## src/rtl/brlce_pkg.sv

```systemverilog
// Shared types, code values and helpers for the run-length code emitter.
package brlce_pkg;

    // Input item kinds
    localparam logic CMD_CHAR = 1'b0;
    localparam logic CMD_END  = 1'b1;

    // Output code values
    localparam logic [3:0] CODE_ZERO_SINGLE = 4'd0;
    localparam logic [3:0] CODE_ZERO_PAIR   = 4'd1;
    localparam logic [3:0] CODE_MARK        = 4'd8;
    localparam logic [3:0] CODE_ONE_SINGLE  = 4'd10;
    localparam logic [3:0] CODE_ONE_PAIR    = 4'd11;

    // Bits encoded per character and codes one item can cause
    localparam int CHAR_BITS  = 7;
    localparam int SLOT_COUNT = 7;
    localparam int SLOT_W     = 3;

    // Depth of the queue between front and back
    localparam int FIFO_DEPTH = 4;
    localparam int FIFO_AW    = 2;

    typedef struct packed {
        logic       cmd;
        logic [7:0] char_byte;
    } t_req;

    typedef struct packed {
        logic [3:0] code;
        logic       last_of_item;
    } t_res;

    // One classified item: its codes in order, how many, and whether it ends a message
    typedef struct packed {
        logic [SLOT_COUNT-1:0][3:0] codes;
        logic [SLOT_W-1:0]          count;
        logic                       is_end;
    } t_entry;

    // Code of one piece of a run: pair selects weight 2, otherwise weight 1
    function automatic logic [3:0] piece_code(input logic bit_val, input logic pair);
        logic [3:0] c;
        if (bit_val) begin
            c = pair ? CODE_ONE_PAIR : CODE_ONE_SINGLE;
        end else begin
            c = pair ? CODE_ZERO_PAIR : CODE_ZERO_SINGLE;
        end
        return c;
    endfunction

endpackage

```

## src/rtl/brlce_front.sv

```systemverilog
// Front end: accepts requests, tracks the open run and classifies each request into codes.
module brlce_front (
    input  logic                  i_clk,
    input  logic                  i_rst_n,
    input  logic                  i_push,
    input  brlce_pkg::t_req       i_req,
    input  logic                  i_q_full,
    output logic                  o_q_push,
    output brlce_pkg::t_entry     o_entry
);

    logic r_have_bit, n_have_bit;
    logic r_run_bit,  n_run_bit;
    logic r_pending,  n_pending;

    logic [brlce_pkg::SLOT_COUNT-1:0][3:0] codes;
    logic [brlce_pkg::SLOT_W-1:0]          n_codes;
    logic                                  cur_bit;

    assign o_q_push = i_push & ~i_q_full;

    // Walk the character bits MSB first and collect the codes they complete
    always_comb begin
        n_have_bit = r_have_bit;
        n_run_bit  = r_run_bit;
        n_pending  = r_pending;
        n_codes    = '0;
        codes      = '0;
        cur_bit    = 1'b0;
        if (i_req.cmd == brlce_pkg::CMD_CHAR) begin
            for (int b = brlce_pkg::CHAR_BITS - 1; b >= 0; b--) begin
                cur_bit = i_req.char_byte[b];
                if (n_have_bit && (cur_bit == n_run_bit)) begin
                    if (n_pending) begin
                        codes[n_codes] = brlce_pkg::piece_code(n_run_bit, 1'b1);
                        n_codes        = n_codes + 1'b1;
                        n_pending      = 1'b0;
                    end else begin
                        n_pending = 1'b1;
                    end
                end else begin
                    if (n_have_bit && n_pending) begin
                        codes[n_codes] = brlce_pkg::piece_code(n_run_bit, 1'b0);
                        n_codes        = n_codes + 1'b1;
                    end
                    n_have_bit = 1'b1;
                    n_run_bit  = cur_bit;
                    n_pending  = 1'b1;
                end
            end
        end else begin
            // Flush the open single bit, add the marker, rearm
            if (r_have_bit && r_pending) begin
                codes[n_codes] = brlce_pkg::piece_code(r_run_bit, 1'b0);
                n_codes        = n_codes + 1'b1;
            end
            codes[n_codes] = brlce_pkg::CODE_MARK;
            n_codes        = n_codes + 1'b1;
            n_have_bit     = 1'b0;
            n_run_bit      = 1'b0;
            n_pending      = 1'b0;
        end
    end

    assign o_entry.codes  = codes;
    assign o_entry.count  = n_codes;
    assign o_entry.is_end = (i_req.cmd == brlce_pkg::CMD_END);

    // Advance run state on each accepted request
    always_ff @(posedge i_clk) begin
        if (!i_rst_n) begin
            r_have_bit <= 1'b0;
            r_run_bit  <= 1'b0;
            r_pending  <= 1'b0;
        end else if (o_q_push) begin
            r_have_bit <= n_have_bit;
            r_run_bit  <= n_run_bit;
            r_pending  <= n_pending;
        end
    end

endmodule

```

## src/rtl/brlce_fifo.sv

```systemverilog
// Short queue of classified entries between the front and back ends.
module brlce_fifo (
    input  logic                  i_clk,
    input  logic                  i_rst_n,
    input  logic                  i_push,
    input  brlce_pkg::t_entry     i_data,
    input  logic                  i_pop,
    output logic                  o_full,
    output logic                  o_empty,
    output brlce_pkg::t_entry     o_data
);

    localparam int CNT_W = $clog2(brlce_pkg::FIFO_DEPTH + 1);

    brlce_pkg::t_entry r_mem [brlce_pkg::FIFO_DEPTH];

    logic [brlce_pkg::FIFO_AW-1:0] r_wr_ptr, r_rd_ptr;
    logic [CNT_W-1:0]              r_count;
    logic                          do_push, do_pop;

    assign o_full  = (r_count == CNT_W'(brlce_pkg::FIFO_DEPTH));
    assign o_empty = (r_count == '0);
    assign do_push = i_push & ~o_full;
    assign do_pop  = i_pop & ~o_empty;
    assign o_data  = r_mem[r_rd_ptr];

    // Write storage
    always_ff @(posedge i_clk) begin
        if (do_push) begin
            r_mem[r_wr_ptr] <= i_data;
        end
    end

    // Advance pointers and occupancy
    always_ff @(posedge i_clk) begin
        if (!i_rst_n) begin
            r_wr_ptr <= '0;
            r_rd_ptr <= '0;
            r_count  <= '0;
        end else begin
            if (do_push) begin
                r_wr_ptr <= r_wr_ptr + 1'b1;
            end
            if (do_pop) begin
                r_rd_ptr <= r_rd_ptr + 1'b1;
            end
            if (do_push && !do_pop) begin
                r_count <= r_count + 1'b1;
            end else if (do_pop && !do_push) begin
                r_count <= r_count - 1'b1;
            end
        end
    end

endmodule

```

## src/rtl/brlce_back.sv

```systemverilog
// Back end: emits queued codes one per cycle while results are popped, applies the message limit, holds the result.
module brlce_back #(
    parameter int MAX_CODES = 256
) (
    input  logic                  i_clk,
    input  logic                  i_rst_n,
    input  logic                  i_q_empty,
    input  brlce_pkg::t_entry     i_entry,
    output logic                  o_q_pop,
    input  logic                  i_pop,
    output logic                  o_empty,
    output brlce_pkg::t_res       o_res
);

    localparam int CW = $clog2(MAX_CODES + 1);

    logic [CW-1:0]                r_cnt;
    logic [brlce_pkg::SLOT_W-1:0] r_idx;
    logic                         r_out_vld;
    brlce_pkg::t_res              r_res;

    logic head_vld, load_ok, skip, emit, last, done;

    assign head_vld = ~i_q_empty;
    assign load_ok  = ~r_out_vld | i_pop;
    assign skip     = head_vld & ((i_entry.count == '0) | (r_cnt >= CW'(MAX_CODES)));
    assign emit     = head_vld & ~skip & load_ok;
    assign last     = (r_idx == (i_entry.count - 1'b1)) | (r_cnt == CW'(MAX_CODES - 1));
    assign done     = skip | (emit & last);
    assign o_q_pop  = done;

    assign o_empty = ~r_out_vld;
    assign o_res   = r_res;

    // Step through the head entry and keep the message code count
    always_ff @(posedge i_clk) begin
        if (!i_rst_n) begin
            r_cnt <= '0;
            r_idx <= '0;
        end else if (done) begin
            r_idx <= '0;
            if (i_entry.is_end) begin
                r_cnt <= '0;
            end else if (emit) begin
                r_cnt <= r_cnt + 1'b1;
            end
        end else if (emit) begin
            r_idx <= r_idx + 1'b1;
            r_cnt <= r_cnt + 1'b1;
        end
    end

    // Hold the result until popped, refill on the same cycle
    always_ff @(posedge i_clk) begin
        if (!i_rst_n) begin
            r_out_vld <= 1'b0;
        end else if (load_ok) begin
            r_out_vld <= emit;
        end
    end

    always_ff @(posedge i_clk) begin
        if (emit) begin
            r_res.code         <= i_entry.codes[r_idx];
            r_res.last_of_item <= last;
        end
    end

endmodule

```

## src/rtl/binary_run_length_code_emitter_core.sv

```systemverilog
// Path: a request's codes go from the front into the queue, then one by one into the result
// register, from which they are popped.
// Throughput: one code per cycle while results are popped; a character request causes 3 to 7
// codes, an end request 1 or 2; the front accepts a request per cycle
// while its 4-entry queue has room, so the code emitter sets the sustained rate.
// Reset: synchronous active-low i_rst_n clears run state, message count, queue and result.
module binary_run_length_code_emitter_core #(
    parameter int MAX_CODES = 256
) (
    input  logic                  i_clk,
    input  logic                  i_rst_n,
    input  logic                  i_push,
    output logic                  o_full,
    input  brlce_pkg::t_req       i_req,
    output logic                  o_empty,
    input  logic                  i_pop,
    output brlce_pkg::t_res       o_res
);

    logic              q_push, q_pop, q_full, q_empty;
    brlce_pkg::t_entry q_in, q_out;

    assign o_full = q_full;

    brlce_front u_front (
        .i_clk    (i_clk),
        .i_rst_n  (i_rst_n),
        .i_push   (i_push),
        .i_req    (i_req),
        .i_q_full (q_full),
        .o_q_push (q_push),
        .o_entry  (q_in)
    );

    brlce_fifo u_fifo (
        .i_clk   (i_clk),
        .i_rst_n (i_rst_n),
        .i_push  (q_push),
        .i_data  (q_in),
        .i_pop   (q_pop),
        .o_full  (q_full),
        .o_empty (q_empty),
        .o_data  (q_out)
    );

    brlce_back #(
        .MAX_CODES (MAX_CODES)
    ) u_back (
        .i_clk     (i_clk),
        .i_rst_n   (i_rst_n),
        .i_q_empty (q_empty),
        .i_entry   (q_out),
        .o_q_pop   (q_pop),
        .i_pop     (i_pop),
        .o_empty   (o_empty),
        .o_res     (o_res)
    );

endmodule

```

## config.mk

```make
export PLATFORM = sky130hd
export DESIGN_NAME = binary_run_length_code_emitter_core
export DESIGN_NICKNAME = d
export VERILOG_FILES = /design/src/rtl/brlce_pkg.sv /design/src/rtl/brlce_front.sv /design/src/rtl/brlce_fifo.sv /design/src/rtl/brlce_back.sv /design/src/rtl/binary_run_length_code_emitter_core.sv
export SDC_FILE = /design/constraint.sdc
export NUM_CORES = 1
export LEC_CHECK = 0
export BUFFER_PORTS_ARGS = -buffer_cell sky130_fd_sc_hd__buf_2
export CORE_UTILIZATION = 44
export CTS_BUF_LIST = sky130_fd_sc_hd__clkbuf_16
export CTS_CLUSTER_SIZE = 28
export DETAILED_ROUTE_END_ITERATION = 10
export GPL_ROUTABILITY_DRIVEN = 0
export PLACE_DENSITY_LB_ADDON = 0.05
export SYNTH_ARGS = -nofsm -noshare
export SYNTH_HDL_FRONTEND = slang
export SYNTH_SLANG_ARGS = --single-unit
```

## constraint.sdc

```tcl
create_clock -name i_clk -period 7.5 [get_ports i_clk]
set_input_delay 0.75 -clock i_clk [delete_from_list [all_inputs] [get_ports i_clk]]
set_output_delay 0.75 -clock i_clk [all_outputs]
set_load 0.01 [all_outputs]
```

==> impl_metrics.ini, run 1 <==
[outcome]
status = finished, final reports clean

[synthesis]
synth_top_area_share_pct = 38.5
synth.distinct_cells = 92
syn_nets = 607
synth_common_cells = edfxtp_1, nand2_1, nor2_1, dfxtp_1, mux4_2
yosysSeqAreaShare_pct = 46.1
avgSynthCellArea_sq_um = 11.4
synth_area_sq_mm = 0.00656
synth_edf_count = 84
synth_seq_cells = 109
synthArstFlopShare_pct = 0
yosys_warnings = 0
synthFlopType = edfxtp_1
synth_top_area_cell = edfxtp_1
yosysMostFrequentCell = edfxtp_1
synth.top_cells.by_area = edfxtp_1, dfxtp_1, mux4_2, ha_1, mux2i_1
netlist_instances = 573

[final_layout]
layout.cells.non_filler = 773
multiInputGateArea_sq_mm = 0.00331
diodes = 0
drive_above_1_share_pct = 17.3
nets = 618
ff_latch_area_sq_mm = 0.00302
fillers = 1361
synthToLayoutAreaGrowth_pct = 8.24

[placed_design]
placed_cells = 757
dpl.hpwl_microns = 10800
port_buffers = 17

[cts]
cts_made_buffers = 9
ctsHoldBuffers = 0
cts_setup_buffers = 0
htree_levels = 3
clk_path_buf_depth = 2
clkTransAtPathRegs_ns = 0.08
cts_resized = 0
cts.sinks = 109
worstSkewPairLatency_ns = 0.35
cts-root-buf = clkbuf_16
cts_tree = yes

[grt]
grt_use_total_pct = 21.1
grt_pass1_vias = 4482
antenna_found_initial = 0
grt_max_degree = 28
grt_pass1_wl_microns = 24300
grt_overflow = 0

[sta]
finalSetupViolCount = 0
rsz0062_at_grt = no
tightestPinTransition_ns = 1.03
finalHoldViolCount = 0
tns_ns = 0
layout_min_cycle_time_ns = 6.68
drv_slew = 0
relSlewSlack_pct = 31.0
max_freq_ghz = 0.150
finalCritPeriodShare_pct = 89.1
fin_worst_skew_ns = 0.0133

[worst_setup_path]
critPathSlowestCell = ha_1
r2r-start = u_front.r_have_bit$_SDFFE_PN0P_
path_common_cell = ha_1
crit_type = reg -> reg
cp-startpoint = u_front.r_have_bit$_SDFFE_PN0P_
path_max_fanout = 12
critPathRequiredTime_ns = 7.58
cp_slowest_stage_delay_ns = 0.49
crit_buf_inv = 5
endpoint_kind = register
critPathLaunchType = register
arrival_ns = 6.77
crit_family = compound AO/OA/AOI/OAI gates

[flow_run]
max_cap_violations = 0

[die]
start_util_pct = 45.1
die_height_microns = 124
die_area_sq_mm = 0.0154
io_pins = 20
fp-row-count = 44
core_region_area_sq_mm = 0.0145
die_w_microns = 124

[routing]
routed_wl_microns = 15100
vias = 4451
drt_pass1_iterations = 4
vias_per_cell = 5.76
remaining_drc_errors = 0
routedWlPerCell_microns = 19.6
drtIter0Drc = 317
detail-route-antenna-nets = 0

[worst_hold_path]
hold_start = u_back.r_cnt[8]$_SDFF_PN0_
min_path_type = reg -> reg

[power]
powerDensity_mw_per_mm2 = 281
peakVddDrop_v = 0.000116
leakagePower_nw = 2.53
area by class of cell:
class	count	area share (%)
Clock buffer	9	3.17
Clock inverter	7	0.970
Inverter	22	1.16
Multi-Input combinational cell	415	46.6
Sequential cell	109	42.6
Tap cell	184	3.24
Timing Repair Buffer	27	2.26
worst reg2reg max path, cell delays in order (launching register included):
cell	delay (ns)
dfxtp_1	0.36
nand2_1	0.26
inv_1	0.43
nand2_1	0.11
ha_1	0.49
nand2_1	0.14
and2_1	0.24
ha_1	0.36
a22oi_1	0.40
ha_1	0.35
a21oi_2	0.32
inv_2	0.12
ha_1	0.35
inv_1	0.08
nor2_1	0.05
a21oi_1	0.21
inv_2	0.14
ha_1	0.23
and4_4	0.16
a21oi_2	0.14
nor2_1	0.07
a2111oi_2	0.39
buf_4	0.24
and2b_1	0.22
a21o_1	0.16
o311ai_1	0.41
path summary, 6_finish.rpt:
path	endpoint	slack [ns]	cells after the start
max	u_fifo.r_mem[3][4]$_DFFE_PP_	0.82	25
min reg2reg	u_back.r_cnt[8]$_SDFF_PN0_	0.49	2
max reg2reg	u_fifo.r_mem[3][4]$_DFFE_PP_	0.82	25
min	u_back.r_cnt[8]$_SDFF_PN0_	0.49	2
layout by cell type (no fill, tap or decap), types with 3 or more instances in the layout:
cell         n
a31oi_1      3
nor2_1      34
o211ai_1    11
a21o_1       4
xor2_1      18
mux4_2      21
inv_1       21
nand2b_1     9
o22ai_1      5
and3_1       7
nand4_1      6
or3_1        3
buf_2       17
clkbuf_16    9
a2bb2oi_1    4
nand2_2      3
nor4_1       5
a22oi_1      3
nor2b_1     11
o21a_1       7
nand3b_1     4
nand3_1     20
a21boi_0     3
inv_2        3
ha_1        20
clkinvlp_4   3
xnor2_1     16
mux2i_1     20
a21oi_1     12
edfxtp_1    84
dfxtp_1     25
o21ai_0     16
nor3_1       4
a211oi_1     5
a21oi_2      3
o31ai_1      5
nand2_1     49
and2_1      16
buf_4       10
mux2_2       6
logic make-up (layout without fill, tap and decap cells):
group                    after synthesis  count (layout)  synth area share [%]
adder cells (fa/ha/maj)               21              21                  4.12
flip-flops                           109             109                  46.1
AND/OR/NAND/NOR                      192             192                  16.0
buffers and inverters                 49              65                  3.45
other                                  1               1                0.0572
XOR/XNOR                              37              37                  5.46
AO/OA/AOI/OAI                        116             116                  13.4
multiplexers                          48              48                  11.5
per-layer routing:
metal	part of all wire (%)	vias to the layer above	global-route usage (%)
met5	0	-	0
met4	1.4	0	7.59
met3	1.8	15	2.47
met2	50	53	36.2
met1	47	2201	27.4
li1	-	2182	-
stage by stage:
| step | utilization, % | hold slack (ns) | power [mW] | cell area, sq um | worst slack (ns) |
|---|---|---|---|---|---|
| final | 48.8 | 0.494 | 2.00 | 7100 | 0.816 |
| after global routing | 48.8 | 0.532 | 2.11 | 7100 | 0.231 |
| after CTS | 48.8 | 0.496 | 2.01 | 7100 | 0.802 |
| after detailed placement | 46.8 | 0.482 | 1.55 | 6800 | 0.555 |
| after global placement | 46.8 | 0.469 | 1.53 | 6800 | 0.738 |
| after floorplan | - | 0.451 | 1.36 | 6560 | 1.46 |
state kept, by name, indices dropped and copies added, names as in the netlist, named ones only:
| register | flops |
|---|---|
| u_back.r_out_vld | 1 |
| u_front.r_have_bit | 1 |
| u_fifo.r_rd_ptr | 2 |
| u_back.r_idx | 3 |
| u_fifo.r_wr_ptr | 2 |
| u_fifo.r_mem | 80 |
| u_back.o_res | 4 |
| u_fifo.r_count | 3 |
| u_front.r_pending | 1 |
| u_front.r_run_bit | 1 |
| u_back.r_cnt | 9 |
power breakdown:
group / leakage, nW / total (mW) / internal (mW) / switching [mW]
clock: 0.140 / 0.469 / 0.257 / 0.211
combinational: 1.40 / 0.695 / 0.296 / 0.399
sequential: 0.990 / 0.832 / 0.780 / 0.0521
total: 2.53 / 2.00 / 1.33 / 0.663
Note: power is estimated with default switching activity, not from simulation.
==> inputs of run 2 (changes only) <==
--- a/config.mk
+++ b/config.mk
@@ -6,7 +6,7 @@
 export NUM_CORES = 1
 export LEC_CHECK = 0
 export BUFFER_PORTS_ARGS = -buffer_cell sky130_fd_sc_hd__buf_2
-export CORE_UTILIZATION = 44
+export CORE_UTILIZATION = 55
 export CTS_BUF_LIST = sky130_fd_sc_hd__clkbuf_16
 export CTS_CLUSTER_SIZE = 28
 export DETAILED_ROUTE_END_ITERATION = 10
==> impl_metrics.ini, run 2 (synthesis results as in run 1) <==
[outcome]
status = finished, final reports clean

[sta]
finalCritPeriodShare_pct = 90.6
relSlewSlack_pct = 26.5
rsz0062_at_grt = no
finalSetupViolCount = 0
drv_slew = 0
layout_min_cycle_time_ns = 6.79
tns_ns = 0
tightestPinTransition_ns = 1.10
finalHoldViolCount = 0
fin_ws_ns = 0.708
fin_worst_skew_ns = 0.00521
max_freq_ghz = 0.147

[die]
die_w_microns = 111
start_util_pct = 56.9
io_pins = 20
fp-row-count = 39
die_area_sq_mm = 0.0124
die_height_microns = 111
core_region_area_sq_mm = 0.0115

[final_layout]
nets = 613
final_area_sq_mm = 0.00697
top_register = u_fifo.r_mem
drive_above_1_share_pct = 15.9
fillers = 960
synthToLayoutAreaGrowth_pct = 6.26
final_common_cell = edfxtp_1
largest_reg_flops = 80
diodes = 0
layout_common_cells = edfxtp_1, nand2_1, nor2_1, dfxtp_1, inv_1
fin_util_pct = 60.5

[cts]
worstSkewPairLatency_ns = 0.34
cts_setup_buffers = 0
cts_made_buffers = 9
htree_levels = 3
cts.sinks = 109
cts_resized = 0
clk_path_buf_depth = 2
cts-root-buf = clkbuf_16
cts_tree = yes
clkTransAtPathRegs_ns = 0.07
ctsHoldBuffers = 0

[routing]
remaining_drc_errors = 0
routed_wl_microns = 14000
drt_pass1_iterations = 5
detail-route-antenna-nets = 0
routedWlPerCell_microns = 19.3
drtIter0Drc = 277
vias = 4509
vias_per_cell = 6.20

[grt]
grt_use_total_pct = 24.0
grt_max_degree = 28
grt_pass1_vias = 4441
antenna_found_initial = 0
grt_pass1_wl_microns = 23000
grt_overflow = 0

[power]
leakagePower_nw = 2.50
powerDensity_mw_per_mm2 = 277
peakVddDrop_v = 0.000119

[placed_design]
port_buffers = 17
dpl.hpwl_microns = 10000
dp_slack_ns = 0.557
dpl-instance-area_sq_mm = 0.00672

[worst_setup_path]
arrival_ns = 6.87
crit_type = reg -> reg
endpoint_kind = register
path_common_cell = ha_1
critPathSlowestCell = ha_1
path_max_fanout = 13
cp_slowest_stage_delay_ns = 0.59
critPathRequiredTime_ns = 7.58
critPathLaunchType = register

[worst_hold_path]
min_path_type = reg -> reg

[flow_run]
max_cap_violations = 0
## run 2: layer usage
metal	wire length (microns)	vias up	track usage, %
li1	-	2173	-
met1	6240	2205	30.6
met2	7040	112	42.0
met3	473	19	3.34
met4	272	0	8.11
met5	0	-	0
## run 2: path summary, 6_finish.rpt
| kind | slack, ns | to | depth (start not counted) | start |
|---|---|---|---|---|
| hold / removal | 0.50 | u_back.r_cnt[8]$_SDFF_PN0_ | 2 | u_back.r_cnt[8]$_SDFF_PN0_ |
| hold reg to reg | 0.50 | u_back.r_cnt[8]$_SDFF_PN0_ | 2 | u_back.r_cnt[8]$_SDFF_PN0_ |
| setup / recovery | 0.71 | u_fifo.r_mem[2][4]$_DFFE_PP_ | 26 | u_front.r_have_bit$_SDFFE_PN0P_ |
| setup reg to reg | 0.71 | u_fifo.r_mem[2][4]$_DFFE_PP_ | 26 | u_front.r_have_bit$_SDFFE_PN0P_ |
## run 2: final cells by class
cell class | count | area, sq um | share of cell area [%]
repair buffers | 22 | 123 | 1.76
clock inverters | 7 | 27.5 | 0.395
clock buffers | 9 | 225 | 3.23
well taps | 143 | 179 | 2.57
multi-input cells | 415 | 3310 | 47.5
inverters | 22 | 82.6 | 1.19
flip-flops and latches | 109 | 3020 | 43.4
## run 2: critical path: cells and delay by family, from the launching register on
kind	cells	cell delay, ns
buf+inv	6	1.10
compound gates	7	1.96
fa+ha+maj	5	1.87
simple gates	8	1.22
flops	1	0.36
## run 2: metrics by stage
stage                     instances  hold WS (ns)  total power [mW]
after floorplan                 573         0.451              1.36
after global routing            727         0.557              2.04
after detailed placement        711         0.497              1.53
after CTS                       727         0.506              1.94
after global placement          711         0.469              1.51
final                           727         0.502              1.93
## run 2: power by group
group | switching, mW | total, mW | internal (mW)
Combinational | 0.394 | 0.686 | 0.292
Sequential | 0.0503 | 0.832 | 0.782
Clock | 0.194 | 0.412 | 0.218
